## config.mk

```make
export PLATFORM = sky130hd
export DESIGN_NAME = matrix_panel_pack_address_gen_core
export DESIGN_NICKNAME = d
export VERILOG_FILES = /design/src/mppag_pkg.sv /design/src/matrix_panel_pack_address_gen_core.sv /design/src/mppag_front.sv /design/src/mppag_fifo.sv /design/src/mppag_back.sv
export SDC_FILE = /design/constraint.sdc
export NUM_CORES = 2
export LEC_CHECK = 0
export BUFFER_PORTS_ARGS = -buffer_cell sky130_fd_sc_hd__buf_2
export CAP_MARGIN = 20
export CELL_PAD_IN_SITES_DETAIL_PLACEMENT = 0
export CELL_PAD_IN_SITES_GLOBAL_PLACEMENT = 1
export CORE_MARGIN = 3
export CORE_UTILIZATION = 34
export CTS_CLUSTER_DIAMETER = 30
export DETAILED_ROUTE_END_ITERATION = 16
export PLACE_DENSITY = 0.57
export SYNTH_ARGS = -nofsm -noshare
export SYNTH_HDL_FRONTEND = slang
export SYNTH_HIERARCHICAL = 1
export SYNTH_SLANG_ARGS = --single-unit
```

## constraint.sdc

```tcl
create_clock -name aclk -period 15.9 [get_ports aclk]
set_input_delay 0.795 -clock aclk [delete_from_list [all_inputs] [get_ports aclk]]
set_output_delay 0.795 -clock aclk [all_outputs]
set_load 0.005 [all_outputs]
```

## src/mppag_pkg.sv

```systemverilog
`timescale 1ns / 1ps

package mppag_pkg;

    localparam int DIM_W      = 16;
    localparam int ADDR_W     = 32;
    localparam int CFG_DATA_W = 32;
    localparam int CFG_IDX_W  = 3;
    localparam int MODE_W     = 2;
    localparam int PW_W       = 6;

    // mode register bits
    localparam int MODE_ROW_MAJOR_BIT  = 0;
    localparam int MODE_COL_PANELS_BIT = 1;

    typedef enum logic [CFG_IDX_W-1:0] {
        REG_MODE,
        REG_SOURCE_BASE,
        REG_LEAD_DIM,
        REG_BLOCK_ROWS,
        REG_BLOCK_COLS,
        REG_PANEL_WIDTH,
        REG_ROW_OFFSET,
        REG_COL_OFFSET
    } cfg_idx_t;

    // settled view of the configuration shared by front and back
    typedef struct packed {
        logic              row_major;
        logic              col_panels;
        logic [ADDR_W-1:0] source_base;
        logic [DIM_W-1:0]  lead_dim;
        logic [DIM_W-1:0]  outer_dim;
        logic [DIM_W-1:0]  inner_dim;
        logic [DIM_W-1:0]  row_offset;
        logic [DIM_W-1:0]  col_offset;
    } cfg_t;

    // one packed position handed from front to back (lane travels beside it)
    typedef struct packed {
        logic [DIM_W-1:0] origin;
        logic [DIM_W-1:0] inner;
        logic             pad;
        logic             last;
    } pos_t;

endpackage

```

## src/matrix_panel_pack_address_gen_core.sv

```systemverilog
`timescale 1ns / 1ps

// Micro-panel packing address generator. Each input transaction (restart in
// s_tdata bit 0) yields one packed position on the output: destination index,
// source element address, pad flag and last flag. Sustained rate is one
// transaction per cycle while the output is not stalled. The walk position
// enters a two-entry queue at the accepting edge, then one multiply stage and
// one add stage form the index and address. The front
// side keeps taking transactions while the output is stalled until the queue
// holds two positions. Configuration is written through
// cfg_we/cfg_addr/cfg_wdata and must only change while idle.
module matrix_panel_pack_address_gen_core
    import mppag_pkg::*;
#(
    parameter int MAX_PANEL_WIDTH = 32
) (
    input  logic                  aclk,
    input  logic                  aresetn,
    input  logic                  cfg_we,
    input  logic [CFG_IDX_W-1:0]  cfg_addr,
    input  logic [CFG_DATA_W-1:0] cfg_wdata,
    input  logic                  s_tvalid,
    output logic                  s_tready,
    input  logic [7:0]            s_tdata,   // [0] restart
    output logic                  m_tvalid,
    input  logic                  m_tready,
    output logic [63:0]           m_tdata,   // [31:0] dest_index, [63:32] src_addr
    output logic                  m_tuser,   // [0] pad
    output logic                  m_tlast
);

    localparam int LANE_W = (MAX_PANEL_WIDTH > 1) ? $clog2(MAX_PANEL_WIDTH) : 1;
    localparam int EW_W   = $clog2(MAX_PANEL_WIDTH + 1);
    localparam logic [7:0] MAX_PW8 = 8'(MAX_PANEL_WIDTH);
    localparam int Q_W    = $bits(pos_t) + LANE_W;

    logic [MODE_W-1:0] mode_reg;
    logic [ADDR_W-1:0] source_base_reg;
    logic [DIM_W-1:0]  lead_dim_reg;
    logic [DIM_W-1:0]  block_rows_reg;
    logic [DIM_W-1:0]  block_cols_reg;
    logic [PW_W-1:0]   panel_width_reg;
    logic [DIM_W-1:0]  row_offset_reg;
    logic [DIM_W-1:0]  col_offset_reg;

    cfg_t              cfg;
    logic [EW_W-1:0]   eff_w;
    logic [DIM_W-1:0]  rows_eff, cols_eff;
    logic [7:0]        pw8;

    logic              q_full, q_push, q_valid, q_pop;
    pos_t              f_pos, b_pos;
    logic [LANE_W-1:0] f_lane, b_lane;
    logic [Q_W-1:0]    q_rd_data;
    logic [ADDR_W-1:0] dest_index, src_addr;

    always_ff @(posedge aclk) begin
        if (!aresetn) begin
            mode_reg        <= '0;
            source_base_reg <= '0;
            lead_dim_reg    <= DIM_W'(1);
            block_rows_reg  <= DIM_W'(1);
            block_cols_reg  <= DIM_W'(1);
            panel_width_reg <= PW_W'(4);
            row_offset_reg  <= '0;
            col_offset_reg  <= '0;
        end else if (cfg_we) begin
            unique case (cfg_idx_t'(cfg_addr))
                REG_MODE:        mode_reg        <= cfg_wdata[MODE_W-1:0];
                REG_SOURCE_BASE: source_base_reg <= cfg_wdata[ADDR_W-1:0];
                REG_LEAD_DIM:    lead_dim_reg    <= cfg_wdata[DIM_W-1:0];
                REG_BLOCK_ROWS:  block_rows_reg  <= cfg_wdata[DIM_W-1:0];
                REG_BLOCK_COLS:  block_cols_reg  <= cfg_wdata[DIM_W-1:0];
                REG_PANEL_WIDTH: panel_width_reg <= cfg_wdata[PW_W-1:0];
                REG_ROW_OFFSET:  row_offset_reg  <= cfg_wdata[DIM_W-1:0];
                REG_COL_OFFSET:  col_offset_reg  <= cfg_wdata[DIM_W-1:0];
                default: ;
            endcase
        end
    end

    always_comb begin
        pw8 = 8'(panel_width_reg);
        if (pw8 == 8'd0) begin
            eff_w = EW_W'(1);
        end else if (pw8 > MAX_PW8) begin
            eff_w = EW_W'(MAX_PW8);
        end else begin
            eff_w = EW_W'(pw8);
        end

        rows_eff = (block_rows_reg == '0) ? DIM_W'(1) : block_rows_reg;
        cols_eff = (block_cols_reg == '0) ? DIM_W'(1) : block_cols_reg;

        cfg.row_major   = mode_reg[MODE_ROW_MAJOR_BIT];
        cfg.col_panels  = mode_reg[MODE_COL_PANELS_BIT];
        cfg.source_base = source_base_reg;
        cfg.lead_dim    = lead_dim_reg;
        cfg.outer_dim   = cfg.col_panels ? cols_eff : rows_eff;
        cfg.inner_dim   = cfg.col_panels ? rows_eff : cols_eff;
        cfg.row_offset  = row_offset_reg;
        cfg.col_offset  = col_offset_reg;
    end

    mppag_front #(
        .LANE_W (LANE_W),
        .EW_W   (EW_W)
    ) u_front (
        .aclk     (aclk),
        .aresetn  (aresetn),
        .cfg      (cfg),
        .eff_w    (eff_w),
        .in_valid (s_tvalid),
        .in_ready (s_tready),
        .restart  (s_tdata[0]),
        .q_full   (q_full),
        .push     (q_push),
        .pos      (f_pos),
        .pos_lane (f_lane)
    );

    mppag_fifo #(
        .DATA_W (Q_W)
    ) u_queue (
        .aclk     (aclk),
        .aresetn  (aresetn),
        .wr_en    (q_push),
        .wr_data  ({f_lane, f_pos}),
        .full     (q_full),
        .rd_valid (q_valid),
        .rd_en    (q_pop),
        .rd_data  (q_rd_data)
    );

    assign b_pos  = q_rd_data[$bits(pos_t)-1:0];
    assign b_lane = q_rd_data[Q_W-1:$bits(pos_t)];

    mppag_back #(
        .LANE_W (LANE_W),
        .EW_W   (EW_W)
    ) u_back (
        .aclk       (aclk),
        .aresetn    (aresetn),
        .cfg        (cfg),
        .eff_w      (eff_w),
        .q_valid    (q_valid),
        .q_pos      (b_pos),
        .q_lane     (b_lane),
        .q_pop      (q_pop),
        .out_valid  (m_tvalid),
        .out_ready  (m_tready),
        .dest_index (dest_index),
        .src_addr   (src_addr),
        .pad        (m_tuser),
        .last       (m_tlast)
    );

    assign m_tdata = {src_addr, dest_index};

endmodule

```

## src/mppag_front.sv

```systemverilog
`timescale 1ns / 1ps

module mppag_front
    import mppag_pkg::*;
#(
    parameter int LANE_W = 5,
    parameter int EW_W   = 6
) (
    input  logic              aclk,
    input  logic              aresetn,
    input  cfg_t              cfg,
    input  logic [EW_W-1:0]   eff_w,
    input  logic              in_valid,
    output logic              in_ready,
    input  logic              restart,
    input  logic              q_full,
    output logic              push,
    output pos_t              pos,
    output logic [LANE_W-1:0] pos_lane
);

    logic [DIM_W-1:0]  origin_reg, origin_next;
    logic [DIM_W-1:0]  inner_reg, inner_next;
    logic [LANE_W-1:0] lane_reg, lane_next;

    logic [DIM_W-1:0]  origin_cur;
    logic [DIM_W-1:0]  inner_cur;
    logic [LANE_W-1:0] lane_cur;
    logic [DIM_W:0]    pidx;
    logic [EW_W:0]     lane_inc;
    logic [DIM_W:0]    inner_inc;
    logic [DIM_W:0]    origin_step;
    logic              lane_end, inner_end, panel_end;

    assign in_ready = !q_full;
    assign push     = in_valid && in_ready;

    always_comb begin
        origin_cur  = restart ? '0 : origin_reg;
        inner_cur   = restart ? '0 : inner_reg;
        lane_cur    = restart ? '0 : lane_reg;

        pidx        = {1'b0, origin_cur} + (DIM_W+1)'(lane_cur);
        lane_inc    = (EW_W+1)'(lane_cur) + (EW_W+1)'(1);
        inner_inc   = {1'b0, inner_cur} + (DIM_W+1)'(1);
        origin_step = {1'b0, origin_cur} + (DIM_W+1)'(eff_w);

        lane_end    = lane_inc >= {1'b0, eff_w};
        inner_end   = inner_inc >= {1'b0, cfg.inner_dim};
        panel_end   = origin_step >= {1'b0, cfg.outer_dim};

        pos.origin  = origin_cur;
        pos.inner   = inner_cur;
        pos.pad     = pidx >= {1'b0, cfg.outer_dim};
        pos.last    = lane_end && inner_end && panel_end;
        pos_lane    = lane_cur;

        // lane first, then inner, then panel
        origin_next = origin_cur;
        inner_next  = inner_cur;
        lane_next   = lane_cur;
        if (!lane_end) begin
            lane_next = lane_inc[LANE_W-1:0];
        end else begin
            lane_next = '0;
            if (!inner_end) begin
                inner_next = inner_inc[DIM_W-1:0];
            end else begin
                inner_next  = '0;
                origin_next = panel_end ? '0 : origin_step[DIM_W-1:0];
            end
        end
    end

    always_ff @(posedge aclk) begin
        if (!aresetn) begin
            origin_reg <= '0;
            inner_reg  <= '0;
            lane_reg   <= '0;
        end else if (push) begin
            origin_reg <= origin_next;
            inner_reg  <= inner_next;
            lane_reg   <= lane_next;
        end
    end

    // the final position of a block always wraps the walk to the start
    a_wrap_after_last: assert property (@(posedge aclk) disable iff (!aresetn)
        (push && pos.last) |=> (origin_reg == '0 && inner_reg == '0 && lane_reg == '0))
        else $error("walk did not wrap after last position");

endmodule

```

## src/mppag_fifo.sv

```systemverilog
`timescale 1ns / 1ps

module mppag_fifo #(
    parameter int DATA_W = 40
) (
    input  logic              aclk,
    input  logic              aresetn,
    input  logic              wr_en,
    input  logic [DATA_W-1:0] wr_data,
    output logic              full,
    output logic              rd_valid,
    input  logic              rd_en,
    output logic [DATA_W-1:0] rd_data
);

    logic [DATA_W-1:0] mem_reg [2];
    logic              wr_ptr_reg, rd_ptr_reg;
    logic [1:0]        count_reg, count_next;
    logic              do_wr, do_rd;

    assign full     = count_reg == 2'd2;
    assign rd_valid = count_reg != 2'd0;
    assign rd_data  = mem_reg[rd_ptr_reg];
    assign do_wr    = wr_en && !full;
    assign do_rd    = rd_en && rd_valid;

    always_comb begin
        count_next = count_reg;
        if (do_wr && !do_rd) begin
            count_next = count_reg + 2'd1;
        end else if (do_rd && !do_wr) begin
            count_next = count_reg - 2'd1;
        end
    end

    always_ff @(posedge aclk) begin
        if (!aresetn) begin
            wr_ptr_reg <= 1'b0;
            rd_ptr_reg <= 1'b0;
            count_reg  <= 2'd0;
        end else begin
            count_reg <= count_next;
            if (do_wr) begin
                wr_ptr_reg <= !wr_ptr_reg;
            end
            if (do_rd) begin
                rd_ptr_reg <= !rd_ptr_reg;
            end
        end
    end

    always_ff @(posedge aclk) begin
        if (do_wr) begin
            mem_reg[wr_ptr_reg] <= wr_data;
        end
    end

    a_count_bound: assert property (@(posedge aclk) disable iff (!aresetn)
        count_reg != 2'd3)
        else $error("queue count overflow");

    a_ptr_match: assert property (@(posedge aclk) disable iff (!aresetn)
        (count_reg == 2'd0 || count_reg == 2'd2) |-> (wr_ptr_reg == rd_ptr_reg))
        else $error("queue pointers out of step with count");

endmodule

```

## src/mppag_back.sv

```systemverilog
`timescale 1ns / 1ps

module mppag_back
    import mppag_pkg::*;
#(
    parameter int LANE_W = 5,
    parameter int EW_W   = 6
) (
    input  logic              aclk,
    input  logic              aresetn,
    input  cfg_t              cfg,
    input  logic [EW_W-1:0]   eff_w,
    input  logic              q_valid,
    input  pos_t              q_pos,
    input  logic [LANE_W-1:0] q_lane,
    output logic              q_pop,
    output logic              out_valid,
    input  logic              out_ready,
    output logic [ADDR_W-1:0] dest_index,
    output logic [ADDR_W-1:0] src_addr,
    output logic              pad,
    output logic              last
);

    localparam int OFF_W = DIM_W + EW_W + 1;

    logic adv_out, adv_a;

    // stage A: products
    logic                a_valid_reg;
    logic [ADDR_W-1:0]   a_dest_prod_reg;
    logic [OFF_W-1:0]    a_lane_off_reg;
    logic [ADDR_W-1:0]   a_addr_prod_reg;
    logic [ADDR_W-1:0]   a_base_reg;
    logic                a_pad_reg;
    logic                a_last_reg;

    logic [DIM_W:0]      pidx;
    logic [DIM_W:0]      row, col;
    logic [DIM_W+1:0]    r, c, mul_a, add_b;
    logic [DIM_W*2+1:0]  addr_prod;
    logic [ADDR_W-1:0]   dest_prod;
    logic [OFF_W-1:0]    lane_off;

    // output stage
    logic                out_valid_reg;
    logic [ADDR_W-1:0]   dest_reg;
    logic [ADDR_W-1:0]   addr_reg;
    logic                pad_reg;
    logic                last_reg;

    assign adv_out = !out_valid_reg || out_ready;
    assign adv_a   = !a_valid_reg || adv_out;
    assign q_pop   = q_valid && adv_a;

    always_comb begin
        pidx  = {1'b0, q_pos.origin} + (DIM_W+1)'(q_lane);
        row   = cfg.col_panels ? {1'b0, q_pos.inner} : pidx;
        col   = cfg.col_panels ? pidx : {1'b0, q_pos.inner};
        r     = (DIM_W+2)'(cfg.row_offset) + (DIM_W+2)'(row);
        c     = (DIM_W+2)'(cfg.col_offset) + (DIM_W+2)'(col);
        mul_a = cfg.row_major ? r : c;
        add_b = cfg.row_major ? c : r;
        addr_prod = mul_a * cfg.lead_dim;
        dest_prod = q_pos.origin * cfg.inner_dim;
        lane_off  = q_pos.inner * eff_w + OFF_W'(q_lane);
    end

    always_ff @(posedge aclk) begin
        if (!aresetn) begin
            a_valid_reg   <= 1'b0;
            out_valid_reg <= 1'b0;
        end else begin
            if (adv_a) begin
                a_valid_reg <= q_valid;
            end
            if (adv_out) begin
                out_valid_reg <= a_valid_reg;
            end
        end
    end

    always_ff @(posedge aclk) begin
        if (adv_a) begin
            a_dest_prod_reg <= dest_prod;
            a_lane_off_reg  <= lane_off;
            a_addr_prod_reg <= addr_prod[ADDR_W-1:0];
            a_base_reg      <= cfg.source_base + ADDR_W'(add_b);
            a_pad_reg       <= q_pos.pad;
            a_last_reg      <= q_pos.last;
        end
        if (adv_out) begin
            dest_reg <= a_dest_prod_reg + ADDR_W'(a_lane_off_reg);
            addr_reg <= a_pad_reg ? '0 : a_addr_prod_reg + a_base_reg;
            pad_reg  <= a_pad_reg;
            last_reg <= a_last_reg;
        end
    end

    assign out_valid  = out_valid_reg;
    assign dest_index = dest_reg;
    assign src_addr   = addr_reg;
    assign pad        = pad_reg;
    assign last       = last_reg;

    // a product waiting on a stalled output must not be overwritten
    a_stage_hold: assert property (@(posedge aclk) disable iff (!aresetn)
        (a_valid_reg && !adv_out) |=> (a_valid_reg && $stable(a_addr_prod_reg)
                                       && $stable(a_dest_prod_reg)))
        else $error("stage A lost a transaction under back-pressure");

endmodule
```

Yosys cells after proc, flatten, opt, wreduce, memory -nomap -nowiden --
Memory sizes are Yosys's and may differ from the RTL's. A register that Yosys moved wholly into a read port is not among the register bits. Cells that the tools add are included.
Word-level totals: bits in registers 350, bits in writable memories 78, bits of input ports 48, logic and storage cells 112, memories kept 1
Operators by class: add/sub/neg operators 13, multipliers 3, magnitude comparators 5, equal/unequal tests 8, multiplexer cells 25, reduce and logical (&&, ||, !) cells 31
Memory list:
- u_queue.mem_reg | depth 2, bits a word 39, read ports 1, clocked after memory_dff 1, wr ports 1, RTL line mppag_fifo.sv:16 | logic [DATA_W-1:0] mem_reg [2];
Operators by type and width (number):
- 2-to-1 mux 16 bit | 11
- greater-or-equal comparator 17 x 16 -> 1 bit | 3
- adder 16 x 17 -> 18 bit | 2
- 2-to-1 mux 18 bit | 2
- adder 16 x 5 -> 17 bit | 2
- 2-to-1 mux 17 bit | 2
- adder 32 x 18 -> 32 bit | 1
- adder 32 x 23 -> 32 bit | 1
- adder 32 bit | 1
- logical NOT 16 bit | 2
- multiplier 16 x 16 -> 32 bit | 1
- multiplier 18 x 16 -> 32 bit | 1
- adder 22 x 5 -> 23 bit | 1
- multiplier 16 x 6 -> 22 bit | 1
- adder 16 x 1 -> 17 bit (second input constant) | 1
- adder 16 x 6 -> 17 bit | 1
- AND reduction 2 bit | 8
- == test 3 bit (second input constant) | 4
- 2-to-1 mux 6 bit | 2
- 2-to-1 mux 5 bit | 2
- logical AND 1 bit | 8
- greater-or-equal comparator 7 x 6 -> 1 bit | 1
- logical NOT 1 bit | 7
- adder 5 x 1 -> 6 bit (second input constant) | 1
- other kinds (12) | 19

Depth between registers and ports, before layout --
word-level depth 8, gate-level depth with buffers 46, gate-level depth less buffers 43

By module --
The synthesis kept the hierarchy.
By module, submodules not included:
- mppag_back | times used 1, cells each 3459, area each 32628.8 µm²
- matrix_panel_pack_address_gen_core | times used 1, cells each 585, area each 5078.6 µm²
- mppag_front | times used 1, cells each 599, area each 4581.9 µm²
- mppag_fifo | times used 1, cells each 146, area each 3044.2 µm²

Worst setup path before layout --
Ideal clock, no wire load.
path type flip-flop to flip-flop, start point register with a tool-made name, end point register u_back.a_addr_prod_reg[30] (data pin), arrival time 9633 ps, path slack 6009 ps, cell stages (with the launch flop) 45, path buffers 5, cell sequence dfxtp_1 -> buf_2 -> buf_6 -> mux2_1 -> clkbuf_1 -> inv_1 -> fa_1 -> nor2b_1 -> o21a_1 -> o21a_1 -> o21ai_1 -> or2_1 -> buf_2 -> xor2_1 -> a21oi_1 -> ha_1 -> and3_1 -> o211ai_1 -> [... 9 more ...] -> fa_1 -> inv_1 -> fa_1 -> fa_1 -> inv_1 -> fa_1 -> inv_1 -> ha_1 -> a21o_1 -> a21o_1 -> a21oi_1 -> o31ai_1 -> a31oi_1 -> o21ai_1 -> o41a_1 -> a21o_1 -> a21oi_1 -> xnor2_1
RTL lines:
- to (signal assigned) | RTL line mppag_back.sv:87 | a_addr_prod_reg <= addr_prod[ADDR_W-1:0];
- to (decl) | RTL line mppag_back.sv:33 | logic [ADDR_W-1:0] a_addr_prod_reg;

==> reports/metrics.cfg <==
[sta]
setup_viol = 0
clock.fmax_mhz = 86.1
finalSetupTns_ns = 0
finalCritPeriodShare = 0.730
slew_headroom = 0.299
hold_violations = 0
min_period_ns = 11.61
rsz0062_at_grt = no
worstMarginPinSlew_ns = 1.05
report.final.slew_viol_count = 0
fin_worst_skew_ns = 0.0341

[clocking]
htree_levels = 3
tritoncts = done
clk_path_buf_depth = 3
hold_buffers = 0
cts-resized-gates = 0
cts_buffers = 120
post_cts_buffers = 0
clkLatencyLatePin_ns = 0.72
clockRootBuffer = clkbuf_16
numClockSinks = 429
cts.clk_slew.worst_paths_ns = 0.05

[global_routing]
grt_max_degree = 83
antenna_found_initial = 5
grt_pass1_wl_mm = 204
grtUsageMet3 = 0.0269
top_usage_layer = met2
overflow = 0
track_usage = 0.193
globalRouteMet1Util = 0.260
grtUsageMet2 = 0.324
grt_pass1_vias = 34800

[logic_synthesis]
synth_seq_area_share = 0.248
ys_seq_elements = 429
ys_async_sr_fraction = 0
avgSynthCellArea_um2 = 9.47
ys.flop_type = edfxtp_1
synth_edf_count = 265
syn_nets = 5753
synth_cell_types = 113
synth_area_um2 = 45300
netlist_instances = 4789
ys_warn_count = 6

[cells_and_area]
drive_above_1_share = 0.103
fillerInstances = 13300
final_core_util = 0.395
final_area_um2 = 52100
nets = 5834
area_growth_pct = 15.0
largest_reg_flops = 78

[worst_setup_path]
slowest_delay_ns = 0.76
r2r_slack_ns = 4.29
crit_buf_inv = 4
crit_path_end_kind = flip-flop
cp_top_family = adder cells
endpoint = u_back/a_addr_prod_reg[30]
worst-path-stages = 39
r2r-end = u_back/a_addr_prod_reg[30]
worst_ep_arrival_time_ns = 12.06
ff2ff_path_depth = 39
cp_max_fo = 39
crit_slowest_cell = mux2_1
crit_type = flip-flop to flip-flop
cp.required_ns = 16.35
start_kind = flip-flop
critPathMostFrequentCell = fa_1

[routing]
first_pass_iters = 5
wirelength_mm = 130
first_iter_violations = 1764
routedWlPerCell_um = 19.2
drc = 0
route.vias.total = 33100
ant_nets = 0
viasPerCell = 4.92

[power_and_ir_drop]
ir_drop_uv = 103
leakage_nw = 23.8
total_power_mw = 7.21
power_density_nw_per_um2 = 138

[hold_path]
min_path_type = primary input to flip-flop

[floorplanning]
initial_core_util = 0.344
core_area_um2 = 132000
row_count = 133
chipHeight_um = 371
dieArea_um2 = 138000
top_level_ports = 116
dieWidth_um = 371

[job]
drv_cap = 0

[place]
port_buffers = 108
dp_hpwl_mm = 97.8
gp_congestion = 0.811
placed_cell_area_um2 = 47600

[run_status]
status = finished clean

-- layout by cell type (no fill, tap or decap), types with 26 or more instances in the layout --
cell / n
o21ai_0: 110
a21o_1: 84
buf_2: 107
nor2b_1: 81
nand2_1: 700
xnor2_1: 161
o21bai_1: 32
nand2b_1: 34
and2_1: 268
and3_1: 32
xor2_1: 81
nor2_1: 174
dfxtp_1: 162
a21boi_1: 40
ha_1: 434
nand3_1: 63
a21boi_0: 76
mux2_2: 89
clkbuf_16: 124
edfxtp_1: 265
buf_4: 43
a21oi_1: 194
o21a_1: 39
inv_1: 635
fa_1: 482
mux2i_1: 26
nor3_1: 37
-- kinds of logic after synthesis --
logic type,count (synthesis),synth area share
DFF,429,0.248
and+or+nand+nor,1515,0.163
adders and majority gates,917,0.333
muxes,125,0.0303
xor gates and xnor gates,243,0.0473
buffers and inverters,833,0.0723
AOI/OAI and AO/OA,727,0.106
-- synthesized netlist by cell type, types with 89 or more instances --
cell type	instances	area, um^2
dfxtp_1	164	3280
fa_1	482	9650
and2_1	268	1680
ha_1	434	5430
o21ai_0	112	561
inv_1	636	2390
edfxtp_1	265	7960
mux2_2	89	1000
clkbuf_1	131	492
xnor2_1	161	1410
a21oi_1	194	971
nand2_1	701	2630
nor2_1	174	653
-- metal layers --
metal | part of all wire | routed length [um]
met1 | 0.46 | 60200
met2 | 0.47 | 61500
met3 | 0.038 | 4900
met4 | 0.023 | 2960
met5 | 0 | 0
-- area by class of cell --
cell class                 instances  area [um^2]  share of cell area
multi-input combinational       3527        30900               0.592
antenna                            1         2.50           0.0000480
inverter                         638         2400              0.0460
clock buffer                     155         3350              0.0643
sequential                       429        11200               0.216
tap                             1755         2200              0.0421
timing repair buffer             154          941              0.0181
clock inverter                    70         1130              0.0216
-- report_power, final --
| group | switching (mW) | internal, mW |
|---|---|---|
| combinational | 1.87 | 1.09 |
| clock | 0.766 | 1.85 |
| sequential | 0.0896 | 1.54 |
| total | 2.73 | 4.48 |
-- stage by stage --
step	setup slack (ns)	instances	hold slack, ns
final	4.29	6729	0.347
after global routing	3.69	6728	0.309
after CTS	4.24	6725	0.283
after detailed placement	4.29	6500	0.406
after global placement	4.27	6499	0.404
after floorplan	6.01	4789	0.400
-- worst reg2reg max path: cells and delay by family, from the launching register on --
kind | cells | cell delay [ns]
AO/OA/AOI/OAI | 16 | 3.24
XOR/XNOR | 3 | 0.52
adder cells (fa/ha/maj) | 9 | 4.22
buffers and inverters | 4 | 0.64
flip-flops | 1 | 0.31
multiplexers | 2 | 1.32
AND/OR/NAND/NOR | 5 | 1.10
-- worst min path at each step --
stage | start | slack, ns | cells past startpoint | end
finish | cfg_wdata[23] | 0.35 | 3 | source_base_reg[23]
global route | cfg_wdata[21] | 0.31 | 3 | source_base_reg[21]
CTS | cfg_wdata[23] | 0.28 | 3 | source_base_reg[23]
detailed placement | u_back/a_last_reg | 0.41 | 0 | u_back/last
global placement | u_back/a_last_reg | 0.40 | 0 | u_back/last
floorplan | u_back/a_last_reg | 0.40 | 0 | u_back/last
No activity file was read; power rests on OpenSTA's default activity.
